--- src/rtl/wrp_pkg.sv ---
// ----------------------------------------------------------------------------
// wrp_pkg
// Shared types and constants of the WAV RIFF header parser.
// ----------------------------------------------------------------------------
`default_nettype none

package wrp_pkg;

    localparam logic [31:0] TAG_RIFF = 32'h5249_4646;
    localparam logic [31:0] TAG_WAVE = 32'h5741_5645;
    localparam logic [31:0] TAG_FMT  = 32'h666D_7420;
    localparam logic [31:0] TAG_DATA = 32'h6461_7461;

    typedef enum logic [1:0] {
        EV_FORMAT  = 2'd0,
        EV_PAYLOAD = 2'd1,
        EV_BAD_TAG = 2'd2,
        EV_BAD_FMT = 2'd3
    } event_t;

    typedef enum logic [3:0] {
        OP_CLEAR    = 4'd0,
        OP_CH_LO    = 4'd1,
        OP_CH_HI    = 4'd2,
        OP_RATE0    = 4'd3,
        OP_RATE1    = 4'd4,
        OP_RATE2    = 4'd5,
        OP_RATE3    = 4'd6,
        OP_DEPTH_LO = 4'd7,
        OP_DEPTH_HI = 4'd8,
        OP_FORMAT   = 4'd9,
        OP_PAYLOAD  = 4'd10,
        OP_BAD_TAG  = 4'd11,
        OP_BAD_FMT  = 4'd12
    } op_t;

    typedef struct packed {
        op_t         op;
        logic [7:0]  data;
        logic        last;
        logic [31:0] length;
    } cmd_t;

endpackage

`default_nettype wire

--- src/rtl/wrp_if.sv ---
// ----------------------------------------------------------------------------
// wrp_byte_if / wrp_result_if
// Valid/ready channels of the WAV RIFF header parser.
// ----------------------------------------------------------------------------
`default_nettype none

interface wrp_byte_if;
    logic       valid;
    logic       ready;
    logic [7:0] in_byte;
    logic       file_start;

    modport source (output valid, output in_byte, output file_start, input ready);
    modport sink   (input valid, input in_byte, input file_start, output ready);
endinterface

interface wrp_result_if;
    logic        valid;
    logic        ready;
    logic [1:0]  event_res;
    logic [31:0] rate_hz;
    logic [15:0] channel_count;
    logic [12:0] bytes_per_sample;
    logic [31:0] payload_length;
    logic [7:0]  payload_byte;
    logic        last_payload;

    modport source (output valid, output event_res, output rate_hz,
                    output channel_count, output bytes_per_sample,
                    output payload_length, output payload_byte,
                    output last_payload, input ready);
    modport sink   (input valid, input event_res, input rate_hz,
                    input channel_count, input bytes_per_sample,
                    input payload_length, input payload_byte,
                    input last_payload, output ready);
endinterface

`default_nettype wire

--- src/rtl/wav_riff_header_parser_unit.sv ---
// ----------------------------------------------------------------------------
// wav_riff_header_parser_unit
// WAV RIFF header parser with payload pass-through.
//
// Input channel wav: one file byte per item; file_start marks byte 0 of a
// new file and restarts parsing. Output channel result: format, payload
// and tag-error events.
// A front parser classifies each byte into a command, a two-entry queue
// decouples it from the back end, which captures format fields and loads
// the output register. One byte is taken per cycle while the queue is not
// full; a byte that yields an event is written to the queue when it is
// accepted, moves from the queue head into the output register, and is
// then offered on result. Sustained rate is one item per cycle while result
// does not stall, set by the single-byte parser step.
// Reset returns the parser to waiting for a file start, empties the queue
// and clears the output valid. When result stalls, the output register
// holds its event, the queue fills and wav.ready falls once two commands
// are waiting.
// ----------------------------------------------------------------------------
`default_nettype none

module wav_riff_header_parser_unit (
    input  wire logic    clk,
    input  wire logic    rst_n,
    wrp_byte_if.sink     wav,
    wrp_result_if.source result
);
    import wrp_pkg::*;

    logic cmd_valid;
    logic q_not_full;
    cmd_t front_cmd;
    logic head_valid;
    logic pop;
    cmd_t head_cmd;

    wrp_front u_front (
        .clk        (clk),
        .rst_n      (rst_n),
        .byte_valid (wav.valid),
        .byte_ready (wav.ready),
        .in_byte    (wav.in_byte),
        .file_start (wav.file_start),
        .cmd_valid  (cmd_valid),
        .cmd_ready  (q_not_full),
        .cmd        (front_cmd)
    );

    wrp_queue u_queue (
        .clk        (clk),
        .rst_n      (rst_n),
        .push       (cmd_valid),
        .not_full   (q_not_full),
        .push_cmd   (front_cmd),
        .head_valid (head_valid),
        .pop        (pop),
        .head_cmd   (head_cmd)
    );

    wrp_back u_back (
        .clk        (clk),
        .rst_n      (rst_n),
        .head_valid (head_valid),
        .head_cmd   (head_cmd),
        .pop        (pop),
        .result     (result)
    );

endmodule

`default_nettype wire

--- src/rtl/wrp_front.sv ---
// ----------------------------------------------------------------------------
// wrp_front
// Parses the byte stream and issues commands to the back end for file starts, format fields, payload and tag errors.
// ----------------------------------------------------------------------------
`default_nettype none

module wrp_front (
    input  wire logic         clk,
    input  wire logic         rst_n,
    input  wire logic         byte_valid,
    output logic              byte_ready,
    input  wire logic [7:0]   in_byte,
    input  wire logic         file_start,
    output logic              cmd_valid,
    input  wire logic         cmd_ready,
    output wrp_pkg::cmd_t     cmd
);
    import wrp_pkg::*;

    localparam logic [3:0] PH_IDLE      = 4'd0;
    localparam logic [3:0] PH_HEADER    = 4'd1;
    localparam logic [3:0] PH_FMT_TAG   = 4'd2;
    localparam logic [3:0] PH_FMT_SIZE  = 4'd3;
    localparam logic [3:0] PH_FMT_BODY  = 4'd4;
    localparam logic [3:0] PH_CHUNK_ID  = 4'd5;
    localparam logic [3:0] PH_SKIP_SIZE = 4'd6;
    localparam logic [3:0] PH_SKIP_BODY = 4'd7;
    localparam logic [3:0] PH_DATA_SIZE = 4'd8;
    localparam logic [3:0] PH_PAYLOAD   = 4'd9;

    logic [3:0]  phase_reg, phase_next;
    logic [4:0]  pos_reg, pos_next;
    logic [31:0] tag_reg, tag_next;
    logic [31:0] len_reg, len_next;
    logic [31:0] rem_reg, rem_next;

    logic [3:0]  ph;
    logic [4:0]  pos;
    logic [31:0] len;
    logic [31:0] rem;
    logic [31:0] tag_shifted;
    logic [31:0] len_byte;
    logic        has_cmd;
    logic        accept;

    assign byte_ready = cmd_ready;
    assign accept     = byte_valid && byte_ready;
    assign cmd_valid  = accept && has_cmd;

    always_comb
    begin
        ph  = phase_reg;
        pos = pos_reg;
        len = len_reg;
        rem = rem_reg;
        has_cmd = 1'b0;
        cmd = '{op: OP_CLEAR, data: in_byte, last: 1'b0, length: 32'd0};
        if (file_start)
        begin
            ph  = PH_HEADER;
            pos = 5'd0;
            len = 32'd0;
            rem = 32'd0;
            has_cmd = 1'b1;
        end

        tag_shifted = {tag_reg[23:0], in_byte};
        len_byte = len;
        unique case (pos[1:0])
            2'd0: len_byte[7:0]   = in_byte;
            2'd1: len_byte[15:8]  = in_byte;
            2'd2: len_byte[23:16] = in_byte;
            2'd3: len_byte[31:24] = in_byte;
        endcase

        phase_next = ph;
        pos_next   = pos;
        tag_next   = tag_reg;
        len_next   = len;
        rem_next   = rem;

        unique case (ph)
            PH_IDLE:
            begin
            end
            PH_HEADER:
            begin
                tag_next = tag_shifted;
                if ((pos == 5'd3 && tag_shifted != TAG_RIFF) ||
                    (pos == 5'd11 && tag_shifted != TAG_WAVE))
                begin
                    phase_next = PH_IDLE;
                    has_cmd = 1'b1;
                    cmd.op = OP_BAD_TAG;
                end
                else if (pos == 5'd11)
                begin
                    pos_next   = 5'd0;
                    phase_next = PH_FMT_TAG;
                end
                else
                begin
                    pos_next = pos + 5'd1;
                end
            end
            PH_FMT_TAG:
            begin
                tag_next = tag_shifted;
                if (pos == 5'd3)
                begin
                    pos_next = 5'd0;
                    len_next = 32'd0;
                    if (tag_shifted != TAG_FMT)
                    begin
                        phase_next = PH_IDLE;
                        has_cmd = 1'b1;
                        cmd.op = OP_BAD_FMT;
                    end
                    else
                    begin
                        phase_next = PH_FMT_SIZE;
                    end
                end
                else
                begin
                    pos_next = pos + 5'd1;
                end
            end
            PH_FMT_SIZE, PH_SKIP_SIZE:
            begin
                len_next = len_byte;
                if (pos == 5'd3)
                begin
                    pos_next = 5'd0;
                    rem_next = len_byte;
                    if (len_byte == 32'd0)
                        phase_next = PH_CHUNK_ID;
                    else if (ph == PH_FMT_SIZE)
                        phase_next = PH_FMT_BODY;
                    else
                        phase_next = PH_SKIP_BODY;
                end
                else
                begin
                    pos_next = pos + 5'd1;
                end
            end
            PH_FMT_BODY:
            begin
                has_cmd = 1'b1;
                unique case (pos)
                    5'd2:    cmd.op = OP_CH_LO;
                    5'd3:    cmd.op = OP_CH_HI;
                    5'd4:    cmd.op = OP_RATE0;
                    5'd5:    cmd.op = OP_RATE1;
                    5'd6:    cmd.op = OP_RATE2;
                    5'd7:    cmd.op = OP_RATE3;
                    5'd14:   cmd.op = OP_DEPTH_LO;
                    5'd15:   cmd.op = OP_DEPTH_HI;
                    default: has_cmd = file_start;
                endcase
                pos_next = (pos == 5'd16) ? pos : pos + 5'd1;
                rem_next = rem - 32'd1;
                if (rem == 32'd1)
                begin
                    pos_next   = 5'd0;
                    phase_next = PH_CHUNK_ID;
                end
            end
            PH_CHUNK_ID:
            begin
                tag_next = tag_shifted;
                if (pos == 5'd3)
                begin
                    pos_next   = 5'd0;
                    len_next   = 32'd0;
                    phase_next = (tag_shifted == TAG_DATA) ? PH_DATA_SIZE : PH_SKIP_SIZE;
                end
                else
                begin
                    pos_next = pos + 5'd1;
                end
            end
            PH_SKIP_BODY:
            begin
                rem_next = rem - 32'd1;
                if (rem == 32'd1)
                    phase_next = PH_CHUNK_ID;
            end
            PH_DATA_SIZE:
            begin
                len_next = len_byte;
                if (pos == 5'd3)
                begin
                    pos_next   = 5'd0;
                    rem_next   = len_byte;
                    phase_next = (len_byte == 32'd0) ? PH_IDLE : PH_PAYLOAD;
                    has_cmd    = 1'b1;
                    cmd.op     = OP_FORMAT;
                    cmd.length = len_byte;
                end
                else
                begin
                    pos_next = pos + 5'd1;
                end
            end
            PH_PAYLOAD:
            begin
                rem_next = rem - 32'd1;
                has_cmd  = 1'b1;
                cmd.op   = OP_PAYLOAD;
                cmd.last = (rem == 32'd1);
                if (rem == 32'd1)
                    phase_next = PH_IDLE;
            end
            default:
            begin
                phase_next = PH_IDLE;
            end
        endcase
    end

    always_ff @(posedge clk or negedge rst_n)
    begin
        if (!rst_n)
        begin
            phase_reg <= PH_IDLE;
            pos_reg   <= 5'd0;
            tag_reg   <= 32'd0;
            len_reg   <= 32'd0;
            rem_reg   <= 32'd0;
        end
        else if (accept)
        begin
            phase_reg <= phase_next;
            pos_reg   <= pos_next;
            tag_reg   <= tag_next;
            len_reg   <= len_next;
            rem_reg   <= rem_next;
        end
    end

    a_header_pos: assert property (@(posedge clk) disable iff (!rst_n)
        phase_reg == PH_HEADER |-> pos_reg < 5'd12)
        else $error("header position out of range");

    a_body_rem: assert property (@(posedge clk) disable iff (!rst_n)
        (phase_reg == PH_FMT_BODY || phase_reg == PH_SKIP_BODY ||
         phase_reg == PH_PAYLOAD) |-> rem_reg != 32'd0)
        else $error("chunk body with nothing left");

    a_size_pos: assert property (@(posedge clk) disable iff (!rst_n)
        (phase_reg == PH_FMT_SIZE || phase_reg == PH_SKIP_SIZE ||
         phase_reg == PH_DATA_SIZE || phase_reg == PH_CHUNK_ID ||
         phase_reg == PH_FMT_TAG) |-> pos_reg < 5'd4)
        else $error("size or tag position out of range");

endmodule

`default_nettype wire

--- src/rtl/wrp_queue.sv ---
// ----------------------------------------------------------------------------
// wrp_queue
// Two-entry command queue between the parser front end and the back end.
// ----------------------------------------------------------------------------
`default_nettype none

module wrp_queue (
    input  wire logic          clk,
    input  wire logic          rst_n,
    input  wire logic          push,
    output logic               not_full,
    input  wire wrp_pkg::cmd_t push_cmd,
    output logic               head_valid,
    input  wire logic          pop,
    output wrp_pkg::cmd_t      head_cmd
);
    import wrp_pkg::*;

    cmd_t       entry_reg [2];
    logic       wr_ptr_reg, wr_ptr_next;
    logic       rd_ptr_reg, rd_ptr_next;
    logic [1:0] count_reg, count_next;

    assign not_full    = (count_reg != 2'd2);
    assign head_valid  = (count_reg != 2'd0);
    assign head_cmd    = entry_reg[rd_ptr_reg];
    assign wr_ptr_next = wr_ptr_reg ^ push;
    assign rd_ptr_next = rd_ptr_reg ^ pop;

    always_comb
    begin
        count_next = count_reg;
        if (push && !pop)
            count_next = count_reg + 2'd1;
        else if (pop && !push)
            count_next = count_reg - 2'd1;
    end

    always_ff @(posedge clk or negedge rst_n)
    begin
        if (!rst_n)
        begin
            wr_ptr_reg <= 1'b0;
            rd_ptr_reg <= 1'b0;
            count_reg  <= 2'd0;
        end
        else
        begin
            wr_ptr_reg <= wr_ptr_next;
            rd_ptr_reg <= rd_ptr_next;
            count_reg  <= count_next;
        end
    end

    always_ff @(posedge clk)
    begin
        if (push)
            entry_reg[wr_ptr_reg] <= push_cmd;
    end

    a_no_overflow: assert property (@(posedge clk) disable iff (!rst_n)
        push |-> count_reg != 2'd2)
        else $error("push into full queue");

    a_no_underflow: assert property (@(posedge clk) disable iff (!rst_n)
        pop |-> count_reg != 2'd0)
        else $error("pop from empty queue");

endmodule

`default_nettype wire

--- src/rtl/wrp_back.sv ---
// ----------------------------------------------------------------------------
// wrp_back
// Executes queued commands: captures format fields and drives the result
// register.
// ----------------------------------------------------------------------------
`default_nettype none

module wrp_back (
    input  wire logic          clk,
    input  wire logic          rst_n,
    input  wire logic          head_valid,
    input  wire wrp_pkg::cmd_t head_cmd,
    output logic               pop,
    wrp_result_if.source       result
);
    import wrp_pkg::*;

    logic [31:0] rate_reg, rate_next;
    logic [15:0] ch_reg, ch_next;
    logic [15:0] depth_reg, depth_next;
    logic [31:0] plen_reg, plen_next;

    logic        out_valid_reg, out_valid_next;
    logic [1:0]  ev_reg, ev_next;
    logic [31:0] o_rate_reg, o_rate_next;
    logic [15:0] o_ch_reg, o_ch_next;
    logic [12:0] o_bps_reg, o_bps_next;
    logic [31:0] o_len_reg, o_len_next;
    logic [7:0]  o_byte_reg, o_byte_next;
    logic        o_last_reg, o_last_next;

    logic emits;
    logic out_free;

    assign emits    = (head_cmd.op == OP_FORMAT) || (head_cmd.op == OP_PAYLOAD) ||
                      (head_cmd.op == OP_BAD_TAG) || (head_cmd.op == OP_BAD_FMT);
    assign out_free = !out_valid_reg || result.ready;
    assign pop      = head_valid && (!emits || out_free);

    always_comb
    begin
        rate_next      = rate_reg;
        ch_next        = ch_reg;
        depth_next     = depth_reg;
        plen_next      = plen_reg;
        out_valid_next = out_valid_reg && !result.ready;
        ev_next        = ev_reg;
        o_rate_next    = o_rate_reg;
        o_ch_next      = o_ch_reg;
        o_bps_next     = o_bps_reg;
        o_len_next     = o_len_reg;
        o_byte_next    = o_byte_reg;
        o_last_next    = o_last_reg;
        if (pop)
        begin
            unique case (head_cmd.op)
                OP_CLEAR:
                begin
                    rate_next  = 32'd0;
                    ch_next    = 16'd0;
                    depth_next = 16'd0;
                end
                OP_CH_LO:    ch_next[7:0]     = head_cmd.data;
                OP_CH_HI:    ch_next[15:8]    = head_cmd.data;
                OP_RATE0:    rate_next[7:0]   = head_cmd.data;
                OP_RATE1:    rate_next[15:8]  = head_cmd.data;
                OP_RATE2:    rate_next[23:16] = head_cmd.data;
                OP_RATE3:    rate_next[31:24] = head_cmd.data;
                OP_DEPTH_LO: depth_next[7:0]  = head_cmd.data;
                OP_DEPTH_HI: depth_next[15:8] = head_cmd.data;
                OP_FORMAT, OP_PAYLOAD:
                begin
                    out_valid_next = 1'b1;
                    o_rate_next    = rate_reg;
                    o_ch_next      = ch_reg;
                    o_bps_next     = depth_reg[15:3];
                    if (head_cmd.op == OP_FORMAT)
                    begin
                        plen_next   = head_cmd.length;
                        ev_next     = EV_FORMAT;
                        o_len_next  = head_cmd.length;
                        o_byte_next = 8'd0;
                        o_last_next = 1'b0;
                    end
                    else
                    begin
                        ev_next     = EV_PAYLOAD;
                        o_len_next  = plen_reg;
                        o_byte_next = head_cmd.data;
                        o_last_next = head_cmd.last;
                    end
                end
                OP_BAD_TAG, OP_BAD_FMT:
                begin
                    out_valid_next = 1'b1;
                    ev_next        = (head_cmd.op == OP_BAD_TAG) ? EV_BAD_TAG : EV_BAD_FMT;
                    o_rate_next    = 32'd0;
                    o_ch_next      = 16'd0;
                    o_bps_next     = 13'd0;
                    o_len_next     = 32'd0;
                    o_byte_next    = 8'd0;
                    o_last_next    = 1'b0;
                end
                default:
                begin
                end
            endcase
        end
    end

    always_ff @(posedge clk or negedge rst_n)
    begin
        if (!rst_n)
        begin
            out_valid_reg <= 1'b0;
            rate_reg      <= 32'd0;
            ch_reg        <= 16'd0;
            depth_reg     <= 16'd0;
            plen_reg      <= 32'd0;
        end
        else
        begin
            out_valid_reg <= out_valid_next;
            rate_reg      <= rate_next;
            ch_reg        <= ch_next;
            depth_reg     <= depth_next;
            plen_reg      <= plen_next;
        end
    end

    always_ff @(posedge clk)
    begin
        ev_reg     <= ev_next;
        o_rate_reg <= o_rate_next;
        o_ch_reg   <= o_ch_next;
        o_bps_reg  <= o_bps_next;
        o_len_reg  <= o_len_next;
        o_byte_reg <= o_byte_next;
        o_last_reg <= o_last_next;
    end

    assign result.valid            = out_valid_reg;
    assign result.event_res        = ev_reg;
    assign result.rate_hz          = o_rate_reg;
    assign result.channel_count    = o_ch_reg;
    assign result.bytes_per_sample = o_bps_reg;
    assign result.payload_length   = o_len_reg;
    assign result.payload_byte     = o_byte_reg;
    assign result.last_payload     = o_last_reg;

    a_last_only_payload: assert property (@(posedge clk) disable iff (!rst_n)
        (out_valid_reg && ev_reg != EV_PAYLOAD) |-> !o_last_reg)
        else $error("last flag on non-payload event");

endmodule

`default_nettype wire
--- src/flat_wrapper.sv ---
// flat-port wrapper written by rule: the top's interface ports become plain ports
module wav_riff_header_parser_unit_flat import wrp_pkg::*;
  (clk, rst_n, wav_valid, wav_in_byte, wav_file_start, wav_ready, result_valid, result_event_res, result_rate_hz, result_channel_count, result_bytes_per_sample, result_payload_length, result_payload_byte, result_last_payload, result_ready);
  wrp_byte_if wav_i ();
  wrp_result_if result_i ();
  input  wire logic clk;
  input  wire logic rst_n;
  input wire logic [$bits(wav_i.valid)-1:0] wav_valid;
  input wire logic [$bits(wav_i.in_byte)-1:0] wav_in_byte;
  input wire logic [$bits(wav_i.file_start)-1:0] wav_file_start;
  output wire logic [$bits(wav_i.ready)-1:0] wav_ready;
  output wire logic [$bits(result_i.valid)-1:0] result_valid;
  output wire logic [$bits(result_i.event_res)-1:0] result_event_res;
  output wire logic [$bits(result_i.rate_hz)-1:0] result_rate_hz;
  output wire logic [$bits(result_i.channel_count)-1:0] result_channel_count;
  output wire logic [$bits(result_i.bytes_per_sample)-1:0] result_bytes_per_sample;
  output wire logic [$bits(result_i.payload_length)-1:0] result_payload_length;
  output wire logic [$bits(result_i.payload_byte)-1:0] result_payload_byte;
  output wire logic [$bits(result_i.last_payload)-1:0] result_last_payload;
  input wire logic [$bits(result_i.ready)-1:0] result_ready;
  assign wav_i.valid = wav_valid;
  assign wav_i.in_byte = wav_in_byte;
  assign wav_i.file_start = wav_file_start;
  assign wav_ready = wav_i.ready;
  assign result_valid = result_i.valid;
  assign result_event_res = result_i.event_res;
  assign result_rate_hz = result_i.rate_hz;
  assign result_channel_count = result_i.channel_count;
  assign result_bytes_per_sample = result_i.bytes_per_sample;
  assign result_payload_length = result_i.payload_length;
  assign result_payload_byte = result_i.payload_byte;
  assign result_last_payload = result_i.last_payload;
  assign result_i.ready = result_ready;
  wav_riff_header_parser_unit u_core (.clk(clk), .rst_n(rst_n), .wav(wav_i), .result(result_i));
endmodule
--- config.mk ---
export PLATFORM = sky130hd
export DESIGN_NAME = wav_riff_header_parser_unit_flat
export DESIGN_NICKNAME = d
export VERILOG_FILES = /design/src/rtl/wrp_pkg.sv /design/src/rtl/wrp_if.sv /design/src/rtl/wav_riff_header_parser_unit.sv /design/src/rtl/wrp_front.sv /design/src/rtl/wrp_queue.sv /design/src/rtl/wrp_back.sv /design/src/flat_wrapper.sv
export SDC_FILE = /design/constraint.sdc
export NUM_CORES = 1
export LEC_CHECK = 0
export ABC_AREA = 1
export BUFFER_PORTS_ARGS = -buffer_cell sky130_fd_sc_hd__buf_2
export CORE_MARGIN = 2
export CORE_UTILIZATION = 30
export DETAILED_ROUTE_END_ITERATION = 7
export HOLD_SLACK_MARGIN = 0.06
export PLACE_DENSITY = 0.46
export SLEW_MARGIN = 20
export SYNTH_ARGS = -nofsm -noshare
export SYNTH_HDL_FRONTEND = slang
export SYNTH_SLANG_ARGS = --single-unit
--- constraint.sdc ---
create_clock -name clk -period 4.61 [get_ports clk]
set_input_delay 1.1525 -clock clk [delete_from_list [all_inputs] [get_ports clk]]
set_output_delay 1.1525 -clock clk [all_outputs]
set_load 0.03 [all_outputs]
==> impl_metrics.tcl <==
set metrics [dict create \
    drtIter0Drc 1178 \
    synthCells 2071 \
    clock_latency_ns 0.59 \
    grt_overflow 0 \
    total_power_w 0.0149 \
    clockRootBuffer "clkbuf_16" \
    fmax_mhz 273 \
    ys_top_cells_by_count "473 x nand2_1, 301 x nor2_1, 204 x inv_1, 195 x dfrtp_1, 194 x edfxtp_1" \
    maxUsedRoutingLayer "met5" \
    numCtsBuffers 46 \
    multiInputGateArea_sq_mm 0.00640 \
    cts_resized 0 \
    peakVddDrop_mv 0.291 \
    grt_max_degree 94 \
    drtAntennaViolNets 0 \
    ys_warn_count 0 \
    worst-path-max-fanout 27 \
    io_pins 119 \
    setup_viol 0 \
    synth_seq_cells 389 \
    dr.pass1.iters 6 \
    relSlewSlack 0.431 \
    setup_tns_ns 0 \
    die_area_sq_mm 0.0631 \
    hold-worst-slack_ns 0.480 \
    status "completed" \
    first_global_vias 14000 \
    synth-main-ff-cell "dfrtp_1" \
    rsz0062_at_grt "false" \
    routed_wl_um 52400 \
    routedWlPerCell_um 17.5 \
    report.final.hold_viol_count 0 \
    io_buffer_count 118 \
    clk_path_buf_depth 3 \
    async_reset_ff_frac 0.501 \
    die-width_um 251 \
    worstSetupPathType "primary input to register" \
    p_leak_nw 9.18 \
    crit_path_end_kind "register" \
    netlist_area_sq_mm 0.0183 \
    vias 14500 \
    synth_area_leaders "edfxtp_1 32%, dfrtp_1 27%, nand2_1 9.7%" \
    drv_cap 0 \
    timing.final.crit_share 0.794 \
    dpl_worst_slack_ns 0.357 \
    cp.arrival_ns 3.93 \
    routabilityCongestion 0.918 \
    numClockSinks 389 \
    yosysSeqAreaShare 0.584 \
    finalClockSkew_ns 0.0350 \
    drc 0 \
    met2WireLength_um 23400 \
    core_sq_mm 0.0604 \
    synth_nets 2095 \
    row_count 90 \
    critPathLaunchType "primary input" \
    largest_reg_flops 90 \
    clk_pin_slew_worst_paths_ns 0.05 \
    vias_per_cell 4.85 \
    worstMarginPinSlew_ns 0.850 \
    area_growth_pct 16.2 \
    antenna_found_initial 1 \
    report.final.slew_viol_count 0 \
    fin_area_sq_mm 0.0213 \
    ys_types 47 \
    nets 2198 \
    grt_first_pass_wirelength_um 81400 \
    drive_gt1_frac 0.126 \
    crit_required_ns 4.88 \
    wl_met1_um 24700 \
    setup_slack_ns 0.952 \
    power_density_mw_per_mm2 699 \
    synth.most_common_cell "nand2_1" \
    initial_core_util 0.304 \
    yosysTopAreaCellShare 0.318 \
    cts_max_level 2 \
    fill_cells 6204 \
    place.detailed.hpwl_um 36200 \
    register_area_sq_mm 0.0107 \
    cts_tree "built" \
    synth_edf_count 194 \
    post-cts-setup-buffers 0 \
    dieHeight_um 251 \
    yosysTopAreaCell "edfxtp_1" \
    worstHoldPathType "register to register" \
    grt.total_usage 0.164 \
    holdBufCountCts 0 \
    antennaDiodeCount 0 \
    finalCriticalPeriod_ns 3.66 \
    place_area_sq_mm 0.0198 \
    dr_wl_met3_um 2870 \
    syn_avg_cell_area_sq_um 8.85 \
]
[kinds of logic (layout without fill, tap and decap cells)]
group                      after synthesis  in the layout  synth area share
muxes                                    6              6           0.00362
xor gates and xnor gates                 6              6           0.00287
adders and majority gates               11             11           0.00751
AOI/OAI and AO/OA                      380            380             0.115
and+or+nand+nor                        974            974             0.219
DFF                                    389            389             0.584
buffers and inverters                  305            445            0.0671
[report_power, final]
group          leakage, nW  switching, W  total, W  internal, W
logic                 4.17       0.00404   0.00551      0.00147
clock network        0.736       0.00151   0.00364      0.00213
registers             4.28      0.000564   0.00573      0.00517
total                 9.18       0.00611    0.0149      0.00877
[metrics by stage]
step | instances | utilization
after floorplan | 2071 | -
after global placement | 2908 | 0.327
after detailed placement | 2908 | 0.327
after CTS | 2993 | 0.352
after global routing | 2993 | 0.353
final | 2993 | 0.353
[metal layers]
layer / vias up / global-route usage
li1: 7088 / -
met1: 6941 / 0.237
met4: 2 / 0.0527
met2: 410 / 0.251
met3: 88 / 0.0258
met5: - / 0
[final cells by class]
| cell class | instances | area share |
|---|---|---|
| Clock buffer | 60 | 0.0580 |
| Clock inverter | 25 | 0.0129 |
| Inverter | 215 | 0.0381 |
| Timing Repair Buffer | 145 | 0.0412 |
| Tap cell | 782 | 0.0460 |
| Multi-Input combinational cell | 1377 | 0.301 |
| Sequential cell | 389 | 0.503 |
[final timing paths]
check | startpoint | to | slack [ns] | depth (start not counted)
setup reg to reg | u_core.u_queue.rd_ptr_reg$_DFF_PN0_ | u_core.u_back.result.rate_hz[21]$_SDFFCE_PN0P_ | 1.03 | 12
setup / recovery | wav_file_start | u_core.u_queue.entry_reg[1][10]$_DFFE_PP_ | 0.95 | 12
min in group asynchronous | rst_n | u_core.u_back.plen_reg[12]$_DFFE_PN0P_ | 0.59 | 1
max in group asynchronous | rst_n | u_core.u_front.tag_reg[23]$_DFFE_PN0P_ | 2.85 | 2
hold / removal | u_core.u_front.tag_reg[23]$_DFFE_PN0P_ | u_core.u_front.tag_reg[23]$_DFFE_PN0P_ | 0.48 | 2
hold reg to reg | u_core.u_front.tag_reg[23]$_DFFE_PN0P_ | u_core.u_front.tag_reg[23]$_DFFE_PN0P_ | 0.48 | 2
[critical path, stage by stage]
cell and delay, ns:
buf_2 0.18, nor2_1 0.39, ha_1 0.41, inv_1 0.11
nor3_1 0.21, ha_1 0.19, nor3_1 0.06, nand2_1 0.07
nand2_1 0.05, a31oi_1 0.38, ha_2 0.47, buf_12 0.24
[cell usage in the layout, fill, tap and decap left out, types with 3 or more instances in the layout]
master	n
nand3_1	130
nand4_1	17
buf_2	117
clkbuf_1	11
inv_1	202
o21ai_0	106
nor3_1	15
buf_4	21
xnor2_1	3
nor2_4	3
buf_12	6
nand2_2	5
o21ai_2	4
a31oi_1	37
o211ai_1	5
mux2_2	5
nor4_1	4
inv_6	3
a22oi_1	6
or2_2	14
clkinv_1	6
edfxtp_1	194
clkbuf_16	46
bufinv_16	4
ha_1	9
a21oi_2	6
inv_2	9
xor2_1	3
o22ai_1	41
a21oi_1	121
inv_4	3
o21ai_1	45
nand2_1	472
dfrtp_1	195
nor2_1	301
clkinv_2	9
clkbuf_8	4
nor2_2	5
(Power assumes the default switching activity.)
